`src/rtl/wps_pkg.sv`:
```
`default_nettype none

package wps_pkg;

    // Fixed widths of the item fields.
    localparam int COORD_W = 8;
    localparam int SLOT_W  = 5;
    localparam int COUNT_W = 6;

    // Score that means "no box found yet".
    localparam logic [COORD_W-1:0] SCORE_NONE = 8'hFF;

    // The edge search gives up after this many halvings.
    localparam int SEARCH_STEPS = 16;
    localparam int STEP_W       = $clog2(SEARCH_STEPS);

    // Function codes of an input word.
    localparam logic FUNC_LOAD = 1'b0;
    localparam logic FUNC_SNAP = 1'b1;

    typedef struct packed {
        logic [COORD_W-1:0] top;
        logic [COORD_W-1:0] bot;
        logic [COORD_W-1:0] ulx;
        logic [COORD_W-1:0] urx;
        logic [COORD_W-1:0] llx;
        logic [COORD_W-1:0] lrx;
    } t_box;

    typedef struct packed {
        logic               done;
        logic [COORD_W-1:0] score;
        logic [COORD_W-1:0] cx;
        logic [COORD_W-1:0] cy;
    } t_eval_res;

endpackage

`default_nettype wire

```
`src/rtl/wps_if.sv`:
```
`default_nettype none

interface wps_in_if;
    logic       valid;
    logic       ready;
    logic       func;
    logic [4:0] slot;
    logic [7:0] upper_left_x;
    logic [7:0] upper_right_x;
    logic [7:0] lower_left_x;
    logic [7:0] lower_right_x;
    logic [7:0] top_y;
    logic [7:0] bottom_y;
    logic [7:0] point_x;
    logic [7:0] point_y;

    modport source (
        output valid, func, slot, upper_left_x, upper_right_x, lower_left_x,
               lower_right_x, top_y, bottom_y, point_x, point_y,
        input  ready
    );

    modport sink (
        input  valid, func, slot, upper_left_x, upper_right_x, lower_left_x,
               lower_right_x, top_y, bottom_y, point_x, point_y,
        output ready
    );
endinterface

interface wps_out_if;
    logic       valid;
    logic       ready;
    logic [7:0] snapped_x;
    logic [7:0] snapped_y;
    logic [4:0] box_index;
    logic       found;

    modport source (
        output valid, snapped_x, snapped_y, box_index, found,
        input  ready
    );

    modport sink (
        input  valid, snapped_x, snapped_y, box_index, found,
        output ready
    );
endinterface

`default_nettype wire

```
`src/rtl/wps_box_mem.sv`:
```
`default_nettype none

module wps_box_mem
    import wps_pkg::*;
#(
    parameter int DEPTH = 32,
    parameter int IW    = 5
) (
    input  wire logic          i_clk,
    input  wire logic          i_we,
    input  wire logic [IW-1:0] i_waddr,
    input  wire t_box          i_wdata,
    input  wire logic [IW-1:0] i_raddr,
    output t_box               o_rdata
);

    t_box r_mem [DEPTH];
    t_box r_rdata;

    always_ff @(posedge i_clk) begin
        if (i_we) begin
            r_mem[i_waddr] <= i_wdata;
        end
        r_rdata <= r_mem[i_raddr];
    end

    assign o_rdata = r_rdata;

endmodule

`default_nettype wire

```
`src/rtl/wps_box_eval.sv`:
```
`default_nettype none

module wps_box_eval
    import wps_pkg::*;
(
    input  wire logic               i_clk,
    input  wire logic               i_rst_n,
    input  wire logic               i_start,
    input  wire t_box               i_box,
    input  wire logic [COORD_W-1:0] i_px,
    input  wire logic [COORD_W-1:0] i_py,
    output t_eval_res               o_res
);

    typedef enum logic [1:0] {
        E_IDLE,
        E_SEARCH,
        E_SCORE
    } t_estate;

    t_estate            r_state;
    t_eval_res          r_res;
    logic [COORD_W-1:0] r_ul, r_ur, r_ll, r_lr, r_t, r_bt;
    logic [COORD_W-1:0] r_lo, r_hi, r_ry;
    logic [STEP_W-1:0]  r_k;

    logic [COORD_W:0]   n_lo_sum, n_hi_sum, n_mid_sum;
    logic [COORD_W-1:0] n_lo, n_hi, n_mid;
    logic [COORD_W-1:0] n_rx, n_dx, n_dyfull, n_dy;
    logic [COORD_W:0]   n_score;
    logic               n_inside;

    // One halving step of the edge search: midpoints of both edges and of y.
    always_comb begin
        n_lo_sum  = {1'b0, r_ul} + {1'b0, r_ll};
        n_hi_sum  = {1'b0, r_ur} + {1'b0, r_lr};
        n_mid_sum = {1'b0, r_t} + {1'b0, r_bt};
        n_lo      = n_lo_sum[COORD_W:1];
        n_hi      = n_hi_sum[COORD_W:1];
        n_mid     = n_mid_sum[COORD_W:1];
    end

    assign n_inside = (i_px >= i_box.ulx) && (i_px >= i_box.llx)
                   && (i_px < i_box.urx) && (i_px < i_box.lrx);

    // Clamp and octagonal distance. An inverted interval favors its low end.
    always_comb begin
        if (i_px < r_lo) begin
            n_rx = r_lo;
        end else if (i_px > r_hi) begin
            n_rx = r_hi;
        end else begin
            n_rx = i_px;
        end
        n_dx     = (i_px > n_rx) ? (i_px - n_rx) : (n_rx - i_px);
        n_dyfull = (i_py > r_ry) ? (i_py - r_ry) : (r_ry - i_py);
        n_dy     = n_dyfull >> 2;
        if (n_dx < n_dy) begin
            n_score = {2'b0, n_dx[COORD_W-1:1]} + {1'b0, n_dy};
        end else begin
            n_score = {2'b0, n_dy[COORD_W-1:1]} + {1'b0, n_dx};
        end
    end

    always_ff @(posedge i_clk) begin
        if (!i_rst_n) begin
            r_state    <= E_IDLE;
            r_res.done <= 1'b0;
        end else begin
            case (r_state)
                E_IDLE: begin
                    r_res.done <= 1'b0;
                    if (i_start) begin
                        r_k <= '0;
                        if (i_py < i_box.top) begin
                            r_ry    <= i_box.top;
                            r_lo    <= i_box.ulx;
                            r_hi    <= i_box.urx;
                            r_state <= E_SCORE;
                        end else if (i_py >= i_box.bot) begin
                            r_ry    <= i_box.bot;
                            r_lo    <= i_box.llx;
                            r_hi    <= i_box.lrx;
                            r_state <= E_SCORE;
                        end else if (n_inside) begin
                            r_ry    <= i_py;
                            r_lo    <= i_px;
                            r_hi    <= i_px;
                            r_state <= E_SCORE;
                        end else begin
                            r_ry    <= i_py;
                            r_ul    <= i_box.ulx;
                            r_ur    <= i_box.urx;
                            r_ll    <= i_box.llx;
                            r_lr    <= i_box.lrx;
                            r_t     <= i_box.top;
                            r_bt    <= i_box.bot;
                            r_state <= E_SEARCH;
                        end
                    end
                end
                E_SEARCH: begin
                    r_res.done <= 1'b0;
                    r_lo <= n_lo;
                    r_hi <= n_hi;
                    r_k  <= r_k + 1'b1;
                    if (n_mid < i_py) begin
                        r_t  <= n_mid;
                        r_ul <= n_lo;
                        r_ur <= n_hi;
                    end else if (n_mid > i_py) begin
                        r_bt <= n_mid;
                        r_ll <= n_lo;
                        r_lr <= n_hi;
                    end
                    if ((n_mid == i_py) || (r_k == STEP_W'(SEARCH_STEPS - 1))) begin
                        r_state <= E_SCORE;
                    end
                end
                E_SCORE: begin
                    r_res.done  <= 1'b1;
                    r_res.score <= n_score[COORD_W-1:0];
                    r_res.cx    <= n_rx;
                    r_res.cy    <= r_ry;
                    r_state     <= E_IDLE;
                end
                default: begin
                    r_res.done <= 1'b0;
                    r_state    <= E_IDLE;
                end
            endcase
        end
    end

    assign o_res = r_res;

endmodule

`default_nettype wire

```
`src/rtl/walkbox_point_snap_core.sv`:
```
`default_nettype none

// Walk box point snapper. A load word (func 0) writes one box into the table
// and returns nothing. A snap word (func 1) visits the boxes from box_count-1
// down to 0 and returns one word with the closest point of the best box. Each
// box costs a table read, a setup step, up to SEARCH_STEPS edge search steps in
// the shared evaluator (the row of the point is always hit by then), a scoring
// step and a handoff; the search steps are only needed when the point lies
// beside the box, not above, below or inside it. The walk ends early on a box
// that scores zero. The input is not ready while a snap is in progress or its
// result waits on the output. The table is undefined until written; box_count
// must only name loaded slots.

module walkbox_point_snap_core
    import wps_pkg::*;
#(
    parameter int BOX_SLOTS = 32
) (
    input  wire logic               i_clk,
    input  wire logic               i_rst_n,
    input  wire logic               i_cfg_we,
    input  wire logic [COUNT_W-1:0] i_cfg_wdata,
    wps_in_if.sink                  i_in,
    wps_out_if.source               o_out
);

    localparam int IW = (BOX_SLOTS > 1) ? $clog2(BOX_SLOTS) : 1;

    typedef enum logic [2:0] {
        S_IDLE,
        S_READ,
        S_EVAL,
        S_RUN,
        S_OUT
    } t_state;

    t_state             r_state;
    logic [COUNT_W-1:0] r_box_count;
    logic [IW-1:0]      r_idx;
    logic [IW-1:0]      r_bi;
    logic [COORD_W-1:0] r_px, r_py, r_ox, r_oy, r_best;
    logic               r_hit;

    logic               n_accept;
    logic               n_we;
    logic [COUNT_W:0]   n_count;
    t_box               n_wbox;
    t_box               n_rbox;
    t_eval_res          n_res;

    assign n_accept = i_in.valid && i_in.ready;
    assign n_we     = n_accept && (i_in.func == FUNC_LOAD)
                   && ({3'b0, i_in.slot} < 8'(BOX_SLOTS));

    // Boxes in use, saturated to the table size.
    always_comb begin
        if ({1'b0, r_box_count} > (COUNT_W + 1)'(BOX_SLOTS)) begin
            n_count = (COUNT_W + 1)'(BOX_SLOTS);
        end else begin
            n_count = {1'b0, r_box_count};
        end
    end

    always_comb begin
        n_wbox.top = i_in.top_y;
        n_wbox.bot = i_in.bottom_y;
        n_wbox.ulx = i_in.upper_left_x;
        n_wbox.urx = i_in.upper_right_x;
        n_wbox.llx = i_in.lower_left_x;
        n_wbox.lrx = i_in.lower_right_x;
    end

    wps_box_mem #(
        .DEPTH (BOX_SLOTS),
        .IW    (IW)
    ) u_mem (
        .i_clk   (i_clk),
        .i_we    (n_we),
        .i_waddr (IW'(i_in.slot)),
        .i_wdata (n_wbox),
        .i_raddr (r_idx),
        .o_rdata (n_rbox)
    );

    wps_box_eval u_eval (
        .i_clk   (i_clk),
        .i_rst_n (i_rst_n),
        .i_start (r_state == S_EVAL),
        .i_box   (n_rbox),
        .i_px    (r_px),
        .i_py    (r_py),
        .o_res   (n_res)
    );

    always_ff @(posedge i_clk) begin
        if (!i_rst_n) begin
            r_state     <= S_IDLE;
            r_box_count <= '0;
            r_hit       <= 1'b0;
            r_bi        <= '0;
            r_idx       <= '0;
        end else begin
            if (i_cfg_we) begin
                r_box_count <= i_cfg_wdata;
            end
            case (r_state)
                S_IDLE: begin
                    if (n_accept && (i_in.func == FUNC_SNAP)) begin
                        r_px   <= i_in.point_x;
                        r_py   <= i_in.point_y;
                        r_ox   <= i_in.point_x;
                        r_oy   <= i_in.point_y;
                        r_best <= SCORE_NONE;
                        r_hit  <= 1'b0;
                        r_bi   <= '0;
                        r_idx  <= IW'(n_count - 1'b1);
                        if (n_count == '0) begin
                            r_state <= S_OUT;
                        end else begin
                            r_state <= S_READ;
                        end
                    end
                end
                S_READ: begin
                    r_state <= S_EVAL;
                end
                S_EVAL: begin
                    r_state <= S_RUN;
                end
                S_RUN: begin
                    if (n_res.done) begin
                        if (n_res.score < r_best) begin
                            r_best <= n_res.score;
                            r_ox   <= n_res.cx;
                            r_oy   <= n_res.cy;
                            r_bi   <= r_idx;
                            r_hit  <= 1'b1;
                        end
                        // A perfect score ends the walk at once.
                        if ((n_res.score == '0) || (r_idx == '0)) begin
                            r_state <= S_OUT;
                        end else begin
                            r_idx   <= r_idx - 1'b1;
                            r_state <= S_READ;
                        end
                    end
                end
                S_OUT: begin
                    if (o_out.ready) begin
                        r_state <= S_IDLE;
                    end
                end
                default: begin
                    r_state <= S_IDLE;
                end
            endcase
        end
    end

    assign i_in.ready      = (r_state == S_IDLE);
    assign o_out.valid     = (r_state == S_OUT);
    assign o_out.snapped_x = r_ox;
    assign o_out.snapped_y = r_oy;
    assign o_out.box_index = SLOT_W'(r_bi);
    assign o_out.found     = r_hit;

endmodule

`default_nettype wire

```
`src/flat_wrapper.sv`:
```
// flat-port wrapper written by rule: the top's interface ports become plain ports
module walkbox_point_snap_core_flat import wps_pkg::*;
#(
    parameter int BOX_SLOTS = 32
)
  (i_clk, i_rst_n, i_cfg_we, i_cfg_wdata, i_in_valid, i_in_func, i_in_slot, i_in_upper_left_x, i_in_upper_right_x, i_in_lower_left_x, i_in_lower_right_x, i_in_top_y, i_in_bottom_y, i_in_point_x, i_in_point_y, i_in_ready, o_out_valid, o_out_snapped_x, o_out_snapped_y, o_out_box_index, o_out_found, o_out_ready);
  wps_in_if i_in_i ();
  wps_out_if o_out_i ();
  input  wire logic i_clk;
  input  wire logic i_rst_n;
  input  wire logic i_cfg_we;
  input  wire logic [COUNT_W-1:0] i_cfg_wdata;
  input wire logic [$bits(i_in_i.valid)-1:0] i_in_valid;
  input wire logic [$bits(i_in_i.func)-1:0] i_in_func;
  input wire logic [$bits(i_in_i.slot)-1:0] i_in_slot;
  input wire logic [$bits(i_in_i.upper_left_x)-1:0] i_in_upper_left_x;
  input wire logic [$bits(i_in_i.upper_right_x)-1:0] i_in_upper_right_x;
  input wire logic [$bits(i_in_i.lower_left_x)-1:0] i_in_lower_left_x;
  input wire logic [$bits(i_in_i.lower_right_x)-1:0] i_in_lower_right_x;
  input wire logic [$bits(i_in_i.top_y)-1:0] i_in_top_y;
  input wire logic [$bits(i_in_i.bottom_y)-1:0] i_in_bottom_y;
  input wire logic [$bits(i_in_i.point_x)-1:0] i_in_point_x;
  input wire logic [$bits(i_in_i.point_y)-1:0] i_in_point_y;
  output wire logic [$bits(i_in_i.ready)-1:0] i_in_ready;
  output wire logic [$bits(o_out_i.valid)-1:0] o_out_valid;
  output wire logic [$bits(o_out_i.snapped_x)-1:0] o_out_snapped_x;
  output wire logic [$bits(o_out_i.snapped_y)-1:0] o_out_snapped_y;
  output wire logic [$bits(o_out_i.box_index)-1:0] o_out_box_index;
  output wire logic [$bits(o_out_i.found)-1:0] o_out_found;
  input wire logic [$bits(o_out_i.ready)-1:0] o_out_ready;
  assign i_in_i.valid = i_in_valid;
  assign i_in_i.func = i_in_func;
  assign i_in_i.slot = i_in_slot;
  assign i_in_i.upper_left_x = i_in_upper_left_x;
  assign i_in_i.upper_right_x = i_in_upper_right_x;
  assign i_in_i.lower_left_x = i_in_lower_left_x;
  assign i_in_i.lower_right_x = i_in_lower_right_x;
  assign i_in_i.top_y = i_in_top_y;
  assign i_in_i.bottom_y = i_in_bottom_y;
  assign i_in_i.point_x = i_in_point_x;
  assign i_in_i.point_y = i_in_point_y;
  assign i_in_ready = i_in_i.ready;
  assign o_out_valid = o_out_i.valid;
  assign o_out_snapped_x = o_out_i.snapped_x;
  assign o_out_snapped_y = o_out_i.snapped_y;
  assign o_out_box_index = o_out_i.box_index;
  assign o_out_found = o_out_i.found;
  assign o_out_i.ready = o_out_ready;
  walkbox_point_snap_core #(.BOX_SLOTS(BOX_SLOTS)) u_core (.i_clk(i_clk), .i_rst_n(i_rst_n), .i_cfg_we(i_cfg_we), .i_cfg_wdata(i_cfg_wdata), .i_in(i_in_i), .o_out(o_out_i));
endmodule
```
`config.mk`:
```
export PLATFORM = sky130hd
export DESIGN_NAME = walkbox_point_snap_core_flat
export DESIGN_NICKNAME = d
export VERILOG_FILES = /design/src/rtl/wps_pkg.sv /design/src/rtl/wps_if.sv /design/src/rtl/wps_box_mem.sv /design/src/rtl/wps_box_eval.sv /design/src/rtl/walkbox_point_snap_core.sv /design/src/flat_wrapper.sv
export SDC_FILE = /design/constraint.sdc
export NUM_CORES = 2
export LEC_CHECK = 0
export BUFFER_PORTS_ARGS = -buffer_cell sky130_fd_sc_hd__clkbuf_2
export CAP_MARGIN = 5
export CORE_AREA = 8 8 339 341
export DETAILED_ROUTE_END_ITERATION = 8
export DIE_AREA = 0 0 347 349
export PLACE_DENSITY = 0.81
export SLEW_MARGIN = 20
export SYNTH_ARGS = -nofsm -noshare
export SYNTH_HDL_FRONTEND = slang
export SYNTH_SLANG_ARGS = --single-unit
```
`constraint.sdc`:
```
create_clock -name i_clk -period 12.9 [get_ports i_clk]
set_input_delay 1.29 -clock i_clk [delete_from_list [all_inputs] [get_ports i_clk]]
set_output_delay 1.29 -clock i_clk [all_outputs]
set_load 0.005 [all_outputs]
```
## Word-level counts from Yosys, hierarchy flattened

Memory sizes are Yosys's and may differ from the RTL's. A register that Yosys moved wholly into a read port is not among the register bits.
Cells that the tools add are included.

| operators by class | value |
|---|---|
| $add $sub $neg | 12 |
| magnitude comparators | 15 |
| equal/unequal tests | 22 |
| multiplexer cells | 97 |
| bitwise logic cells | 1 |
| reduce and logical (&&, ||, !) cells | 27 |

Operator list:

| cell | count |
|---|---|
| 2-to-1 mux 8 bit | 56 |
| case mux 8 bit (2 select lines) | 11 |
| < comparator 8 bit | 6 |
| greater-than comparator 8 bit | 4 |
| subtractor 8 bit | 4 |
| 2-to-1 mux 5 bit | 6 |
| adder 8 x 8 -> 9 bit | 3 |
| >= comparator 8 bit | 3 |
| inequality test 2 bit, second input constant | 11 |
| case mux 5 bit (2 select lines) | 2 |
| 2-to-1 mux 3 bit | 5 |
| case mux 3 bit (5 select lines) | 1 |
| AND reduction 3 bit | 4 |
| AND reduction 4 bit | 3 |
| 2-to-1 mux 2 bit | 5 |
| subtractor 5 x 1 -> 5 bit, second input constant | 2 |
| adder 5 x 8 -> 8 bit | 1 |
| adder 7 x 6 -> 8 bit | 1 |
| equality test 8 bit | 1 |
| logical NOT 8 bit | 1 |
| < comparator 8 x 6 -> 1 bit | 1 |
| case mux 4 bit (2 select lines) | 1 |
| AND reduction 8 bit | 1 |
| logical NOT 7 bit | 1 |
| other kinds (25) | 40 |

| storage, ports and cells | value |
|---|---|
| register bits | 163 |
| bits in writable memories | 1536 |
| input bits | 81 |
| output and inout port bits | 24 |
| logic and storage cells | 200 |
| memories kept | 1 |

Memory list:

| memory | words | bits a word | read ports | clocked after memory_dff | write ports | line | text |
|---|---|---|---|---|---|---|---|
| u_core.u_mem.r_mem | 32 | 48 | 1 | 1 | 1 | wps_box_mem.sv:17 | `t_box r_mem [DEPTH];` |

## Depth between registers and ports, before layout

| logic depth | value |
|---|---|
| depth in word-level cells | 9 |
| depth in mapped cells | 30 |

## By module

A second synthesis with hierarchy kept.

| second synthesis, totals | value |
|---|---|
| cells, all modules | 4514 |
| area, all modules | 72032.8 um^2 |

By module, submodules not included:

| module | times used | cells an instance | area each (um^2) | seq. area each (um^2) |
|---|---|---|---|---|
| wps_box_mem | 1 | 3364 | 60724.5 | 47085.2 |
| wps_box_eval | 1 | 900 | 8562.0 | 3062.9 |
| walkbox_point_snap_core | 1 | 250 | 2746.4 | 1601.5 |

## Worst setup path before layout

No wires, ideal clock.

| timing path | value |
|---|---|
| kind | register -> register |
| from | register u_core.r_px[1] |
| to | register u_core.u_eval.r_res, in the netlist u_core.u_eval.o_res[16] (data pin) |
| setup time | 0.260 ns |
| arrival | 5.763 ns |
| setup slack | 6.877 ns |
| stages on the path, launching flop included | 25 |
| path buffers | 3 |
| clock period less this slack | 6.023 ns |
| path through | edfxtp_1 ha_1 or4_1 a21oi_2 o31a_4 clkbuf_1 clkbuf_1 o21ai_0 ha_1 buf_2 nand2_1 a2bb2oi_1 a211oi_1 nand3_1 a221oi_4 mux2_2 xnor2_1 ha_1 o21ai_0 nand2b_1 a21oi_1 o21a_1 a31oi_1 nor3_4 mux2_4 |

| on the way | value |
|---|---|
| cells in the longest elaborated chain, start to end | 7 |

Ends and longest elaborated chain:

| what | line | text |
|---|---|---|
| start: declaration | walkbox_point_snap_core.sv:41 | `logic [COORD_W-1:0] r_px, r_py, r_ox, r_oy, r_best;` |
| start signal: assignment | walkbox_point_snap_core.sv:109 | `r_px <= i_in.point_x;` |
| greater-than comparator 8 bit | wps_box_eval.sv:50 | `end else if (i_px > r_hi) begin` |
| 2-to-1 mux 8 bit | wps_box_eval.sv:50 |  |
| 2-to-1 mux 8 bit | wps_box_eval.sv:48 | `if (i_px < r_lo) begin` |
| subtractor 8 bit / greater-than comparator 8 bit (equally long branches) | wps_box_eval.sv:55 | `n_dx = (i_px > n_rx) ? (i_px - n_rx) : (n_rx - i_px);` |
| 2-to-1 mux 8 bit (*) | wps_box_eval.sv:55 |  |
| adder 5 x 8 -> 8 bit (tied with other cells) | wps_box_eval.sv:61 | `n_score = {2'b0, n_dy[COORD_W-1:1]} + {1'b0, n_dx};` |
| 2-to-1 mux 8 bit (*) | wps_box_eval.sv:58 | `if (n_dx < n_dy) begin` |
| via u_core.u_eval.n_score[0] | wps_box_eval.sv:30 | `logic [COORD_W:0] n_score;` |
| end: declaration | wps_box_eval.sv:22 | `t_eval_res r_res;` |

The timed path passes the listed nets; every way through them passes the cells marked *.
A chain may end at the register's enable or synchronous reset.

## Final worst setup path

| timing path | value |
|---|---|
| from | register u_core.r_px[5] |
| to | register u_core.u_eval.r_res, in the netlist u_core.u_eval.o_res[16] (data pin) |

Same word-level chain as after synthesis.

==> tab_implementation.tex <==
\begin{tabular}{lr}
\hline
Metric & Value \\
\hline
\multicolumn{2}{l}{\textbf{Clock tree}} \\
TritonCTS clock tree & done \\
Buffer depth of the longest clock path & 3 \\
Clock-pin transition on the worst setup and hold timing paths & around 0.060 ns \\
Clock sink count & 1747 \\
Number of H-tree levels & 4 \\
Number of gates resized after CTS & 0 \\
Setup fix buffers added after clock tree synthesis & 0 \\
Number of buffers added by the clock tree synthesis step & 168 \\
Clock root buffer & sky130\_fd\_sc\_hd\_\_clkbuf\_16 \\
Source-to-sink clock delay at the later pin of the worst-skew pair & between 0.7 and 0.8 ns \\
Hold-fix buffer count after cts & 0 \\
\multicolumn{2}{l}{\textbf{Logic synthesis}} \\
Asr flop ratio synth & 0 \\
Post-synth net total & roughly 4000 \\
Share of synthesized area occupied by flip-flops and latches & 0.734 \\
Number of synthesized flops with an enable pin & $\sim$1700 \\
Synth Register Bits & 1747 \\
Warnings from Yosys & 0 \\
Primary FF master, synth & sky130\_fd\_sc\_hd\_\_edfxtp\_1 \\
Average cell area after synthesis & 18.8 sq um \\
Post-synthesis cell count & between 3000 and 4000 \\
Synth cell types & between 60 and 70 \\
Cell Area, Synth & roughly 71000 sq um \\
\multicolumn{2}{l}{\textbf{Place}} \\
Final weighted congestion of routability-driven global placement & roughly 0.9 \\
IO buf count & approximately 100 \\
HPWL after detailed placement & between 90000 and 100000 um \\
\multicolumn{2}{l}{\textbf{Die}} \\
Die extent in x & between 300 and 400 um \\
Total Die Area & $\sim$120000 sq um \\
Number of placement rows & 122 \\
\# IOs & 105 \\
Area of the core & 110000 sq um \\
Initial cell density of the core & 0.643 \\
Die span in y & roughly 350 um \\
\multicolumn{2}{l}{\textbf{Layout}} \\
Largest Register & u\_core.u\_mem.r\_mem \\
Layout cell share with drive strength beyond 1 & 0.218 \\
Flip-flop count of the largest register, all copies and words added & 1536 \\
Growth of design area from synthesis to finish & 11.3\% \\
Net total in the final layout & about 4100 \\
Total of fill cells in the finished design & roughly 6300 \\
\multicolumn{2}{l}{\textbf{Worst setup path}} \\
Crit Path Category & flip-flop to flip-flop \\
CP Data Arrival Time & approximately 7.6 ns \\
Worst Path Max Fanout & 16 \\
CP Launch Type & flip-flop \\
Data required time of the worst path & about 13 ns \\
Type of destination of the critical path & flip-flop \\
\multicolumn{2}{l}{\textbf{STA}} \\
Hold violation total from the final report & 0 \\
Fraction of the cycle the final worst path needs & 0.545 \\
RSZ-0062 raised after global routing & false \\
Final setup TNS & 0 ns \\
Upper clock frequency limit & between 100 and 150 MHz \\
Minimum clock period after layout & about 7.0 ns \\
Final worst clock skew & approximately 0.037 ns \\
Max-slew headroom & 0.190 \\
Count of final max-slew check failures & 0 \\
Worst Tran Pin Value & around 1.2 ns \\
Setup Viol. Count Final & 0 \\
\multicolumn{2}{l}{\textbf{Drt}} \\
Per-cell via count in the routed design & around 7.0 \\
DRT iter0 DRCs & approximately 5200 \\
Number of detailed-routing iterations run before antenna repair & 6 \\
Remaining antenna violation count & 0 \\
Sum of routed wire length over all layers & between 150000 and 200000 um \\
Drt drc & 0 \\
Detailed-route wire length per cell & about 33 um \\
Detailed-route via count & between 30000 and 40000 \\
\multicolumn{2}{l}{\textbf{Power and ir drop}} \\
Maximum VDD drop & about 0.00012 V \\
PwrDens & about 170 nW/um\^{}2 \\
Post-layout total power & approximately 0.014 W \\
Leakage power & between 20 and 30 nW \\
\multicolumn{2}{l}{\textbf{Global routing}} \\
GRT Util Overall & 0.295 \\
Largest net degree at the start of global routing & around 110 \\
First-pass GRT wire length & around 260000 um \\
Total grt overflow & 0 \\
Via count of the first global-routing pass & between 30000 and 40000 \\
Number of antenna violations at the first check in global routing & 8 \\
\multicolumn{2}{l}{\textbf{Outcome}} \\
Status & finished, final reports clean \\
\multicolumn{2}{l}{\textbf{Hold path}} \\
Class of the worst hold path & flip-flop to flip-flop \\
\multicolumn{2}{l}{\textbf{Run}} \\
Count of maximum capacitance violations & 0 \\
\hline
\end{tabular}
cell type report:
cell class	instances	area (sq um)	area share
clock buffer	230	4580	0.0583
timing repair buffer	179	1160	0.0147
inverter	151	567	0.00722
multi-input combinational	1667	17800	0.227
tap	1426	1780	0.0227
sequential	1747	51800	0.660
clock inverter	72	823	0.0105
antenna	4	10.0	0.000128
metal layers:
metal,track usage,routed length (um),vias to the layer above
met2,0.461,84900,2838
met3,0.0666,21000,469
met5,0,13,-
met4,0.122,7590,2
li1,-,-,15500
met1,0.409,67100,19400
worst max-delay path, cell delays in order, from the launching register on:
cell	delay (ns)
sky130_fd_sc_hd__edfxtp_1	0.56
sky130_fd_sc_hd__ha_1	0.38
sky130_fd_sc_hd__a211o_1	0.27
sky130_fd_sc_hd__a21oi_1	0.26
sky130_fd_sc_hd__o21ai_0	0.14
sky130_fd_sc_hd__o21ai_1	0.56
sky130_fd_sc_hd__nor2_1	0.08
sky130_fd_sc_hd__a21oi_1	0.18
sky130_fd_sc_hd__o21ai_0	0.10
sky130_fd_sc_hd__ha_1	0.46
sky130_fd_sc_hd__nand2_1	0.14
sky130_fd_sc_hd__a2bb2oi_1	0.16
sky130_fd_sc_hd__a211oi_1	0.35
sky130_fd_sc_hd__nand3_1	0.18
sky130_fd_sc_hd__a221oi_4	0.55
sky130_fd_sc_hd__mux2_2	0.43
sky130_fd_sc_hd__xnor2_1	0.36
sky130_fd_sc_hd__ha_1	0.30
sky130_fd_sc_hd__o21ai_0	0.07
sky130_fd_sc_hd__nand2b_1	0.07
sky130_fd_sc_hd__a21oi_1	0.15
sky130_fd_sc_hd__o21a_1	0.14
sky130_fd_sc_hd__a31oi_1	0.08
sky130_fd_sc_hd__nor3_4	0.44
sky130_fd_sc_hd__mux2_4	0.35
synthesized netlist by cell type, types with 38 or more instances:
cell | instances | area (sq um)
sky130_fd_sc_hd__mux2i_1 | 166 | 1660
sky130_fd_sc_hd__nor2_1 | 124 | 465
sky130_fd_sc_hd__ha_1 | 143 | 1790
sky130_fd_sc_hd__inv_1 | 149 | 559
sky130_fd_sc_hd__o221ai_1 | 51 | 447
sky130_fd_sc_hd__a21oi_1 | 130 | 651
sky130_fd_sc_hd__clkbuf_1 | 105 | 394
sky130_fd_sc_hd__buf_1 | 62 | 233
sky130_fd_sc_hd__mux4_2 | 338 | 7610
sky130_fd_sc_hd__a221oi_1 | 38 | 333
sky130_fd_sc_hd__mux2_2 | 61 | 687
sky130_fd_sc_hd__edfxtp_1 | 1676 | 50300
sky130_fd_sc_hd__a21o_1 | 42 | 315
sky130_fd_sc_hd__dfxtp_1 | 71 | 1420
sky130_fd_sc_hd__nand2_1 | 170 | 638
sky130_fd_sc_hd__o21ai_0 | 63 | 315
power by group:
part / switching [W] / leakage, nW / internal (W) / total (W)
Clock: 0.00209 / 2.60 / 0.00274 / 0.00484
Combinational: 0.00136 / 7.47 / 0.000936 / 0.00230
Sequential: 0.000171 / 15.7 / 0.00643 / 0.00660
final timing paths:
path | start | depth (start not counted) | to | slack, ns
setup / recovery | u_core.r_px[5] | 24 | u_core.u_eval.o_res[16] | 5.87
hold / removal | u_core.o_out.found | 2 | u_core.o_out.found | 0.47
setup reg to reg | u_core.r_px[5] | 24 | u_core.u_eval.o_res[16] | 5.87
hold reg to reg | u_core.o_out.found | 2 | u_core.o_out.found | 0.47
stage by stage:
stage / instance area, sq um / utilization / worst slack, ns / cells / hold slack [ns]
floorplan: 70500 / - / 6.88 / 3745 / 0.426
global placement: 73000 / 0.666 / 5.93 / 5168 / 0.432
detailed placement: 73000 / 0.666 / 5.92 / 5168 / 0.433
CTS: 78400 / 0.716 / 5.91 / 5470 / 0.467
global route: 78500 / 0.716 / 5.28 / 5475 / 0.493
finish: 78500 / 0.716 / 5.87 / 5476 / 0.469
logic make-up (layout without fill, tap and decap cells):
| kind of cell | Yosys count | after routing | synth area share |
|---|---|---|---|
| other cells | 0 | 4 | 0 |
| xor+xnor | 42 | 42 | 0.00532 |
| mux | 566 | 566 | 0.141 |
| fa+ha+maj | 149 | 149 | 0.0271 |
| flops | 1747 | 1747 | 0.734 |
| simple gates | 404 | 404 | 0.0254 |
| buf+inv | 331 | 632 | 0.0178 |
| compound gates | 506 | 506 | 0.0491 |
cells in the final DEF, fill, tap and decap left out, types with 9 or more instances in the layout:
master                       instances
sky130_fd_sc_hd__clkinvlp_4          9
sky130_fd_sc_hd__nor2b_1            11
sky130_fd_sc_hd__buf_4              69
sky130_fd_sc_hd__xnor2_1            25
sky130_fd_sc_hd__clkbuf_1           50
sky130_fd_sc_hd__nand2_1           169
sky130_fd_sc_hd__o21a_1             18
sky130_fd_sc_hd__clkinv_2           16
sky130_fd_sc_hd__nor3_1              9
sky130_fd_sc_hd__o221ai_1           51
sky130_fd_sc_hd__a21o_1             42
sky130_fd_sc_hd__o21ai_0            63
sky130_fd_sc_hd__edfxtp_1         1676
sky130_fd_sc_hd__mux2_2             61
sky130_fd_sc_hd__a31oi_1            11
sky130_fd_sc_hd__or2_2               9
sky130_fd_sc_hd__clkbuf_2          104
sky130_fd_sc_hd__o22ai_1            35
sky130_fd_sc_hd__nor2_1             91
sky130_fd_sc_hd__and3_1             10
sky130_fd_sc_hd__a211o_1            15
sky130_fd_sc_hd__nor2_4             32
sky130_fd_sc_hd__clkbuf_16         170
sky130_fd_sc_hd__o211ai_1           18
sky130_fd_sc_hd__mux2i_1           166
sky130_fd_sc_hd__bufinv_16          12
sky130_fd_sc_hd__a21oi_1           129
sky130_fd_sc_hd__xor2_1             16
sky130_fd_sc_hd__clkbuf_8           10
sky130_fd_sc_hd__inv_1             149
sky130_fd_sc_hd__a221oi_1           38
sky130_fd_sc_hd__clkinv_1           17
sky130_fd_sc_hd__mux4_2            338
sky130_fd_sc_hd__a211oi_1           31
sky130_fd_sc_hd__dfxtp_1            66
sky130_fd_sc_hd__nand2b_1           32
sky130_fd_sc_hd__ha_1              143
Note: power is estimated with default switching activity, not from simulation.
